<file path="config.mk">
export PLATFORM = sky130hd
export DESIGN_NAME = binomial_coefficient_unit
export DESIGN_NICKNAME = d
export VERILOG_FILES = /design/src/rtl/bcu_pkg.sv /design/src/rtl/bcu_ram.sv /design/src/rtl/bcu_cap_add.sv /design/src/rtl/binomial_coefficient_unit.sv
export SDC_FILE = /design/constraint.sdc
export NUM_CORES = 2
export LEC_CHECK = 0
export BUFFER_PORTS_ARGS = -buffer_cell sky130_fd_sc_hd__buf_2
export CORE_MARGIN = 5
export CORE_UTILIZATION = 45
export DETAILED_ROUTE_END_ITERATION = 6
export PLACE_DENSITY = 0.71
export SETUP_SLACK_MARGIN = 0.4
export SYNTH_ARGS = -nofsm -noshare
export SYNTH_HDL_FRONTEND = slang
export SYNTH_SLANG_ARGS = --single-unit
</file>
<file path="constraint.sdc">
create_clock -name clock -period 7.6 [get_ports clock]
set_input_delay 0 -clock clock [delete_from_list [all_inputs] [get_ports clock]]
set_output_delay 0 -clock clock [all_outputs]
set_load 0.02 [all_outputs]
</file>
<file path="src/rtl/bcu_pkg.sv">
// Types, constants and state encoding of the binomial coefficient unit.
package bcu_pkg;

   localparam int ROW_IN_W    = 6;
   localparam int COEF_W      = 31;
   localparam int ENTRY_W     = 32;
   localparam int MAX_ROW_DEF = 63;

   localparam logic [COEF_W-1:0]  COEF_MAX  = {COEF_W{1'b1}};
   localparam logic [ENTRY_W-1:0] OVER_MARK = {1'b1, {(ENTRY_W-1){1'b0}}};

   localparam logic [1:0] STATUS_OK         = 2'd0;
   localparam logic [1:0] STATUS_COL_GT_ROW = 2'd1;
   localparam logic [1:0] STATUS_SATURATED  = 2'd2;

   typedef struct packed {
      logic [ROW_IN_W-1:0] row_n;
      logic [ROW_IN_W-1:0] column_k;
   } bcu_req_type;

   typedef struct packed {
      logic [COEF_W-1:0] coefficient;
      logic [1:0]        status;
   } bcu_rsp_type;

   typedef enum logic [2:0] {
      ST_IDLE,
      ST_INIT,
      ST_READ,
      ST_ADD,
      ST_FINAL_RD,
      ST_RESP
   } bcu_state_type;

endpackage

</file>
<file path="src/rtl/bcu_ram.sv">
// Generic single-write, single-read RAM with registered read data.
module bcu_ram #(
   parameter int WIDTH = 32,
   parameter int DEPTH = 64
) (
   input  logic                     clock,
   input  logic                     wr_en,
   input  logic [$clog2(DEPTH)-1:0] wr_addr,
   input  logic [WIDTH-1:0]         wr_data,
   input  logic                     rd_en,
   input  logic [$clog2(DEPTH)-1:0] rd_addr,
   output logic [WIDTH-1:0]         rd_data
);

   logic [WIDTH-1:0] mem_ff [DEPTH];
   logic [WIDTH-1:0] rd_data_ff;

   always_ff @(posedge clock) begin
      if (wr_en) begin
         mem_ff[wr_addr] <= wr_data;
      end
      if (rd_en) begin
         rd_data_ff <= mem_ff[rd_addr];
      end
   end

   assign rd_data = rd_data_ff;

endmodule

</file>
<file path="src/rtl/bcu_cap_add.sv">
// Shared adder that caps its sum at the overflow mark.
module bcu_cap_add import bcu_pkg::*; (
   input  logic [ENTRY_W-1:0] a,
   input  logic [ENTRY_W-1:0] b,
   output logic [ENTRY_W-1:0] sum
);

   logic [ENTRY_W:0] raw_sum;

   assign raw_sum = {1'b0, a} + {1'b0, b};
   assign sum     = (raw_sum > {1'b0, OVER_MARK}) ? OVER_MARK : raw_sum[ENTRY_W-1:0];

endmodule

</file>
<file path="src/rtl/binomial_coefficient_unit.sv">
// Top level: sequencer that builds one triangle row at a time with a shared adder.
//
//   channel  ports                       direction  handshake
//   request  start, busy, req_data       in         start & !busy
//   response rsp_valid, rsp_data         out        rsp_valid, one cycle
//
// The single adder and the one-port read of the scratch row RAM set the pace: each
// column takes a read state and then an add state, and no new item is taken while busy.
// An item with column greater than row is answered in the next cycle.
// Reset is synchronous and clears the sequencer and the response strobe only.
// The scratch row needs no clearing: each entry is written before it is read.
// The receiver cannot stall; the response shows for exactly one cycle.
module binomial_coefficient_unit import bcu_pkg::*; #(
   parameter int MAX_ROW = MAX_ROW_DEF
) (
   input  logic        clock,
   input  logic        reset,
   input  logic        start,
   output logic        busy,
   input  bcu_req_type req_data,
   output logic        rsp_valid,
   output bcu_rsp_type rsp_data
);

   localparam int ROW_W = $clog2(MAX_ROW + 1);

   bcu_state_type state_ff, state_in;

   logic [ROW_W-1:0]   n_ff, n_in;
   logic [ROW_W-1:0]   k_ff, k_in;
   logic [ROW_W-1:0]   row_ff, row_in;
   logic [ROW_W-1:0]   col_ff, col_in;
   logic [ENTRY_W-1:0] prev_ff, prev_in;
   logic               rsp_valid_ff, rsp_valid_in;
   bcu_rsp_type        rsp_ff, rsp_in;

   logic [ROW_W-1:0]   n_clamp;
   logic               reject;
   logic [ROW_W-1:0]   col_end;
   logic               col_last;
   logic [ENTRY_W-1:0] old_val;
   logic [ENTRY_W-1:0] add_sum;

   logic               wr_en;
   logic [ROW_W-1:0]   wr_addr;
   logic [ENTRY_W-1:0] wr_data;
   logic               rd_en;
   logic [ROW_W-1:0]   rd_addr;
   logic [ENTRY_W-1:0] rd_data;

   // Clamp the row before comparing the column against it.
   assign n_clamp = (req_data.row_n > ROW_IN_W'(MAX_ROW)) ? ROW_W'(MAX_ROW)
                                                          : ROW_W'(req_data.row_n);
   assign reject  = req_data.column_k > ROW_IN_W'(n_clamp);

   // Columns beyond k never feed C(n,k); stop each row at min(r,k).
   assign col_end  = (row_ff < k_ff) ? row_ff : k_ff;
   assign col_last = col_ff == col_end;
   // The diagonal entry is new in this row: read it as zero.
   assign old_val  = (col_ff == row_ff) ? '0 : rd_data;

   bcu_cap_add u_cap_add (
      .a   (old_val),
      .b   (prev_ff),
      .sum (add_sum)
   );

   bcu_ram #(
      .WIDTH (ENTRY_W),
      .DEPTH (MAX_ROW + 1)
   ) u_row_ram (
      .clock   (clock),
      .wr_en   (wr_en),
      .wr_addr (wr_addr),
      .wr_data (wr_data),
      .rd_en   (rd_en),
      .rd_addr (rd_addr),
      .rd_data (rd_data)
   );

   always_comb begin
      state_in = state_ff;
      unique case (state_ff)
         ST_IDLE: begin
            if (start && !reject) begin
               state_in = ST_INIT;
            end
         end
         ST_INIT: begin
            state_in = (n_ff == '0) ? ST_FINAL_RD : ST_READ;
         end
         ST_READ: begin
            state_in = ST_ADD;
         end
         ST_ADD: begin
            if (col_last && row_ff == n_ff) begin
               state_in = ST_FINAL_RD;
            end else begin
               state_in = ST_READ;
            end
         end
         ST_FINAL_RD: begin
            state_in = ST_RESP;
         end
         ST_RESP: begin
            state_in = ST_IDLE;
         end
         default: begin
            state_in = ST_IDLE;
         end
      endcase
   end

   always_comb begin
      n_in         = n_ff;
      k_in         = k_ff;
      row_in       = row_ff;
      col_in       = col_ff;
      prev_in      = prev_ff;
      rsp_valid_in = 1'b0;
      rsp_in       = rsp_ff;
      wr_en        = 1'b0;
      wr_addr      = col_ff;
      wr_data      = add_sum;
      rd_en        = 1'b0;
      rd_addr      = col_ff;
      unique case (state_ff)
         ST_IDLE: begin
            if (start) begin
               n_in = n_clamp;
               k_in = ROW_W'(req_data.column_k);
               if (reject) begin
                  rsp_valid_in       = 1'b1;
                  rsp_in.coefficient = '0;
                  rsp_in.status      = STATUS_COL_GT_ROW;
               end
            end
         end
         ST_INIT: begin
            // Row zero holds a single one.
            wr_en   = 1'b1;
            wr_addr = '0;
            wr_data = ENTRY_W'(1);
            row_in  = ROW_W'(1);
            col_in  = '0;
            prev_in = '0;
         end
         ST_READ: begin
            rd_en = 1'b1;
         end
         ST_ADD: begin
            wr_en   = 1'b1;
            prev_in = old_val;
            if (col_last) begin
               row_in  = row_ff + ROW_W'(1);
               col_in  = '0;
               prev_in = '0;
            end else begin
               col_in = col_ff + ROW_W'(1);
            end
         end
         ST_FINAL_RD: begin
            rd_en   = 1'b1;
            rd_addr = k_ff;
         end
         ST_RESP: begin
            rsp_valid_in = 1'b1;
            if (rd_data[ENTRY_W-1]) begin
               rsp_in.coefficient = COEF_MAX;
               rsp_in.status      = STATUS_SATURATED;
            end else begin
               rsp_in.coefficient = rd_data[COEF_W-1:0];
               rsp_in.status      = STATUS_OK;
            end
         end
         default: begin
         end
      endcase
   end

   always_ff @(posedge clock) begin
      if (reset) begin
         state_ff     <= ST_IDLE;
         rsp_valid_ff <= 1'b0;
      end else begin
         state_ff     <= state_in;
         rsp_valid_ff <= rsp_valid_in;
      end
   end

   always_ff @(posedge clock) begin
      n_ff    <= n_in;
      k_ff    <= k_in;
      row_ff  <= row_in;
      col_ff  <= col_in;
      prev_ff <= prev_in;
      rsp_ff  <= rsp_in;
   end

   assign busy      = state_ff != ST_IDLE;
   assign rsp_valid = rsp_valid_ff;
   assign rsp_data  = rsp_ff;

endmodule

</file>
# Word-level counts from Yosys, hierarchy flattened
# Memory sizes are Yosys's and may differ from the RTL's. A register that Yosys moved wholly into a read port is not among the register bits.
# Cells that the tools add are included.
# W data, S select, Z words.
# classes
reduce_logical,13
n_lt_le_gt_ge,4
mux,28
addsub,3
eq_ne,12
# op_table
op,count
$mux W32,4
$mux W33,3
$pmux W33 S2,1
$pmux W32 S2,1
$mux W6,6
$add A32 B32 Y33,1
$gt A33 B32 Y1 const B,1
$pmux W6 S2,2
$eq A6 B6 Y1,3
$pmux W3 S5,1
$add A6 B1 Y6 const B,2
$mux W3,3
$ne A2 B2 Y1 const B,4
$eq A3 B2 Y1 const B,2
$eq A3 B3 Y1 const B,2
$gt A6 B6 Y1,1
$gt A6 B6 Y1 const B,1
$logic_not A6 Y1,1
$lt A6 B6 Y1,1
$mux W1,6
$reduce_and A2 Y1,2
$reduce_bool A2 Y1,2
$reduce_or A2 Y1,2
$eq A3 B1 Y1 const B,1
6 further kinds,7
# totals
n_memories,1
output_inout_bits,35
regBits,93
ramBits,2048
inputBits,15
# mem_list
name,depth,word_bits,read_ports,rd_ports_with_merged_regs,wr,line,text
u_row_ram.mem_ff,64,32,1,1,1,bcu_ram.sv:15,logic [WIDTH-1:0] mem_ff [DEPTH];

# Logic depth before layout (Yosys ltp)
# logic_depth
depth_word,7
depth_mapped,19

# Hierarchy
# From an unflattened synthesis, not the netlist that was laid out.
# hier_totals
hier_cells,4039
hier_area_um2,85465.7
# modules_own_cells
module,area_each_um2,instances,cells_each,seq_area_each_um2
bcu_ram,78835.6,1,3324,62459.9
binomial_coefficient_unit,4722.0,1,428,2752.6
bcu_cap_add,1908.1,1,287,0.0

# Least setup slack after synthesis
# No wires, ideal clock.
# synth_timing
path_type,reg2reg
start,register col_ff[0]
end,memory u_row_ram.mem_ff[0][2] (data pin)
arrival_ns,7.203
path_slack_ns,-0.467
required_time_ns,6.736
n_path_buf,4
stages_incl_launch_ff,18
path_cell_list,edfxtp_1 -> clkbuf_1 -> clkbuf_1 -> nor2_1 -> or2_2 -> nand3_1 -> clkbuf_1 -> and2_1 -> ha_1 -> clkbuf_1 -> a21o_1 -> a2111oi_0 -> o41ai_1 -> a41oi_1 -> o21ai_1 -> a311oi_1 -> mux2_2 -> nor4_1
# synth_between
elab_chain_cells,6
# synth_lines
item,line,text
from (decl),binomial_coefficient_unit.sv:32,"logic [ROW_W-1:0] col_ff, col_in;"
from (signal assigned),binomial_coefficient_unit.sv:195,col_ff <= col_in;
$eq A6 B6 Y1,binomial_coefficient_unit.sv:60,assign old_val = (col_ff == row_ff) ? '0 : rd_data;
$mux W32,binomial_coefficient_unit.sv:60,
via old_val[20],binomial_coefficient_unit.sv:41,logic [ENTRY_W-1:0] old_val;
$add A32 B32 Y33,bcu_cap_add.sv:10,"assign raw_sum = {1'b0, a} + {1'b0, b};"
$gt A33 B32 Y1,bcu_cap_add.sv:11,"assign sum = (raw_sum > {1'b0, OVER_MARK}) ? OVER_MARK : raw_sum[ENTRY_W-1:0];"
$mux W32,bcu_cap_add.sv:11,
$mux W32,binomial_coefficient_unit.sv:127,unique case (state_ff)
via u_row_ram.wr_data[2],bcu_ram.sv:9,"input logic [WIDTH-1:0] wr_data,"
to (decl),bcu_ram.sv:15,
# The timed path passes the listed nets, and every way through them passes these cells.

# Final worst setup path
# layout_timing
start,register col_ff[2]
end,memory u_row_ram.mem_ff[49][28] (data pin)
# layout_between
elab_chain_cells,6
# layout_lines
item,line
$eq A6 B6 Y1 (*),binomial_coefficient_unit.sv:60
$mux W32 (*),binomial_coefficient_unit.sv:60
via old_val[3],binomial_coefficient_unit.sv:41
$add A32 B32 Y33 (*),bcu_cap_add.sv:10
$gt A33 B32 Y1,bcu_cap_add.sv:11
$mux W32 (*),bcu_cap_add.sv:11
$mux W32 (*),binomial_coefficient_unit.sv:127
via u_row_ram.wr_data[28],bcu_ram.sv:9
# The timed path passes the listed nets; every way through them passes the cells marked *.

==> impl_metrics.csv <==
group,metric,value,unit
outcome,status,"finished with violations",
outcome,violations,"DRC",
yosys,synth-seq-area-share,72.7,%
global_route,overflow,0,
min_path,hold_class,"primary input to flip-flop",
drt,ant_nets,0,
global_route,grt_pass1_vias,57267,
worst_setup_path,cp_slowest_cell,"nor4_4",
yosys,synth-xor-area-share,0.498,%
finish,seq_area,0.0652,mm2
clock_network,cts_sinks,2173,
global_route,track_usage,26.2,%
clock_network,cts.htree.levels,4,
placement,portBuffers,49,
die,start_util,45.1,%
worst_setup_path,path_cells,"xor2_1, nor4_1, nand3_1, buf_4, and2_1, ha_1, a21o_1, a21oi_1, a21oi_1, a311oi_1, o21ai_1, a311oi_1, mux2_4, nor4_4, buf_4",
drt,drc,3,
yosys,synth_edf_count,2169,
timing,period_needed,6660,ps
worst_setup_path,r2r_cells,15,
worst_setup_path,timing.rr.end,"u_row_ram.mem_ff[49][28]",
timing,setup_violations,0,
worst_setup_path,crit_type,"flip-flop to flip-flop",
placement,post-dp-hpwl,144000,um
power_and_ir_drop,peakVddDrop,0.000252,V
yosys,synthMuxAreaShare,1.11,%
yosys,synthCells,7008,
finish,multi_input_area,0.0226,mm2
clock_network,cts_max_path_buffers,3,
timing,maxSlewViolCount,0,
worst_setup_path,required,8280,ps
min_path,hp-start,"reset",
power_and_ir_drop,p_per_area,263,mW/mm2
finish,fin_util,50.6,%
placement,place_area,0.0938,mm2
worst_setup_path,cp.depth,15,
yosys,synth_top_family_by_area,"simple AND/OR/NAND/NOR gates",
yosys,synthTopCellsByArea,"edfxtp_1 73%, nand2_1 7.7%, nand3_1 5.8%, a311oi_1 2.5%, a211oi_1 2.1%",
clock_network,cts_tree,"done",
finish,drive_gt1_share,9.25,%
yosys,ys_seq_elements,2173,
yosys,synth-warning-count,0,
finish,fillCellCount,16455,
worst_setup_path,crit_family,"simple AND/OR/NAND/NOR gates",
clock_network,cts_setup_buffers,0,
timing,hold_viol_final,0,
global_route,antenna_found_initial,11,
finish,finalInstanceArea,0.101,mm2
worst_setup_path,crit_start,"col_ff[2]",
yosys,synthAdderAreaFrac,0.650,%
die,dieWidth,457,um
yosys,yosysTopAreaCellShare,72.6,%
timing,clock.fmax,150,MHz
yosys,synth_compound_area_share,6.47,%
drt,postRouteWirelength,283000,um
drt,viasPerCell,6.27,
drt,wl_per_cell,28.9,um
drt,vias,61379,
clock_network,cts_resized,0,
finish,nets,7016,
drt,dr.pass1.iters,7,
worst_setup_path,rr_startpoint,"col_ff[2]",
yosys,synth_common_cells,"2,169 x edfxtp_1, 1,833 x nand2_1, 1,039 x nand3_1",
worst_setup_path,arrival,7340,ps
job,maxCapViolations,0,
die,die_area,0.208,mm2
yosys,async_flop_share,0,%
yosys,syn_nets,7069,
worst_setup_path,critPathCaptureType,"flip-flop",
clock_network,cts_hold_buf,26,
worst_setup_path,cpPeakStageDelay,1040,ps
clock_network,clk_latency,880,ps
yosys,synth_most_common_cell,"edfxtp_1",
yosys,synthSimpleGateAreaFrac,15.5,%
worst_setup_path,start_kind,"flip-flop",
power_and_ir_drop,p_total,26500,uW
worst_setup_path,worstSetupEndpoint,"u_row_ram.mem_ff[49][28]",
yosys,synthesis.area,0.0898,mm2
timing,slew_headroom,9.33,%
clock_network,clkTransAtPathRegs,60,ps
timing,worst_pin_slew,1350,ps
timing,fin_crit_sh,87.6,%
timing,grt_setup_unrepaired,"false",
die,ios,50,
yosys,synth-main-ff-cell,"edfxtp_1",
finish,syn_to_final_growth,12.1,%
drt,drtIter0Drc,9874,
clock_network,clockRootBuffer,"clkbuf_16",
placement,place.gp.congestion,0.891,
worst_setup_path,cp_max_fo,31,
yosys,yosysTopAreaCell,"edfxtp_1",
die,row_count,164,
timing,clock_skew,52.0,ps
die,die_y,457,um
global_route,grt_start_max_net_pins,150,
yosys,synth.distinct_cells,60,
clock_network,cts_inserted_buffers,201,
power_and_ir_drop,p_leak,0.0343,uW
global_route,grt_pass1_wl,402000,um
die,core_area,0.199,mm2
yosys,syn_avg_cell_area,12.8,um2
worst_setup_path,path_buf_inv,2,
worst_setup_path,reg2reg_slack,940,ps
area by class of cell:
class / instances / share of cell area [%]
repair buffers: 272 / 2.37
diodes: 8 / 0.0199
well taps: 2656 / 3.30
inverters: 152 / 0.567
clock buffers: 256 / 5.28
clock inverters: 118 / 1.19
flip-flops and latches: 2173 / 64.8
multi-input cells: 4155 / 22.5
routing by layer:
| layer | share of wire (%) | vias up | track usage [%] |
|---|---|---|---|
| met1 | 35 | 30079 | 33.5 |
| met5 | 0.012 | - | 0.0230 |
| met2 | 46 | 4560 | 40.8 |
| li1 | - | 25811 | - |
| met4 | 7.0 | 6 | 16.0 |
| met3 | 13 | 923 | 6.06 |
tightest hold or removal path, delay by kind of cell:
family / cells / cell delay [ps]
buffers and inverters: 2 / 790
AND/OR/NAND/NOR: 1 / 140
through the flow:
stage / std cells / setup slack (ps) / setup TNS, ps / hold slack [ps]
after floorplan: 7008 / -467 / -59820 / 71.6
after global placement: 9382 / 1160 / 0 / 215
after detailed placement: 9382 / 1140 / 0 / 214
after CTS: 9782 / 1130 / 0 / 80.6
after global routing: 9783 / 727 / 0 / 106
final: 9790 / 941 / 0 / 111
cell families after synthesis:
group / Yosys count
simple gates: 3192
flops: 2173
compound gates: 768
buf+inv: 680
mux: 98
xor+xnor: 51
fa+ha+maj: 46
state kept, by name, indices dropped and copies added, names as in the netlist:
signal / cells
u_row_ram.mem_ff: 2048
rsp_data: 33
prev_ff: 32
u_row_ram.rd_data: 32
col_ff: 6
k_ff: 6
n_ff: 6
row_ff: 6
state_ff: 3
rsp_valid: 1
worst min-delay path by stage:
stage / endpoint / slack (ps) / depth (start not counted)
2_1_floorplan: rsp_valid / 70 / 1
3_3_place_gp: k_ff[1] / 220 / 1
3_5_place_dp: k_ff[1] / 210 / 1
4_1_cts: state_ff[0] / 80 / 3
5_1_grt: rsp_valid / 110 / 3
6_report: state_ff[0] / 110 / 3
placed cells by master, fill, tap and decap left out, types with 12 or more instances in the layout:
master,n
a21oi_1,31
nor3b_1,32
buf_2,49
mux2i_1,96
buf_4,165
edfxtp_1,2169
clkbuf_1,48
nor3_1,13
clkinv_1,35
and2_1,34
a311oi_1,258
bufinv_16,15
dlygate4sd3_1,26
clkbuf_16,202
clkinv_2,40
nor2_4,60
nor4_4,28
nand2_1,1832
buf_12,32
xnor2_1,29
nand4_1,14
o21a_1,12
a211oi_1,256
a31oi_1,134
nand3_1,1038
o21ai_0,19
nor2_1,97
ha_1,44
xor2_1,22
inv_1,152
power by group:
group	internal [uW]	leakage, uW	switching [uW]
combinational	645	0.0112	2010
sequential	13800	0.0200	55.3
clock	5500	0.00316	4470
total	20000	0.0343	6530
Note: power is estimated with default switching activity, not from simulation.
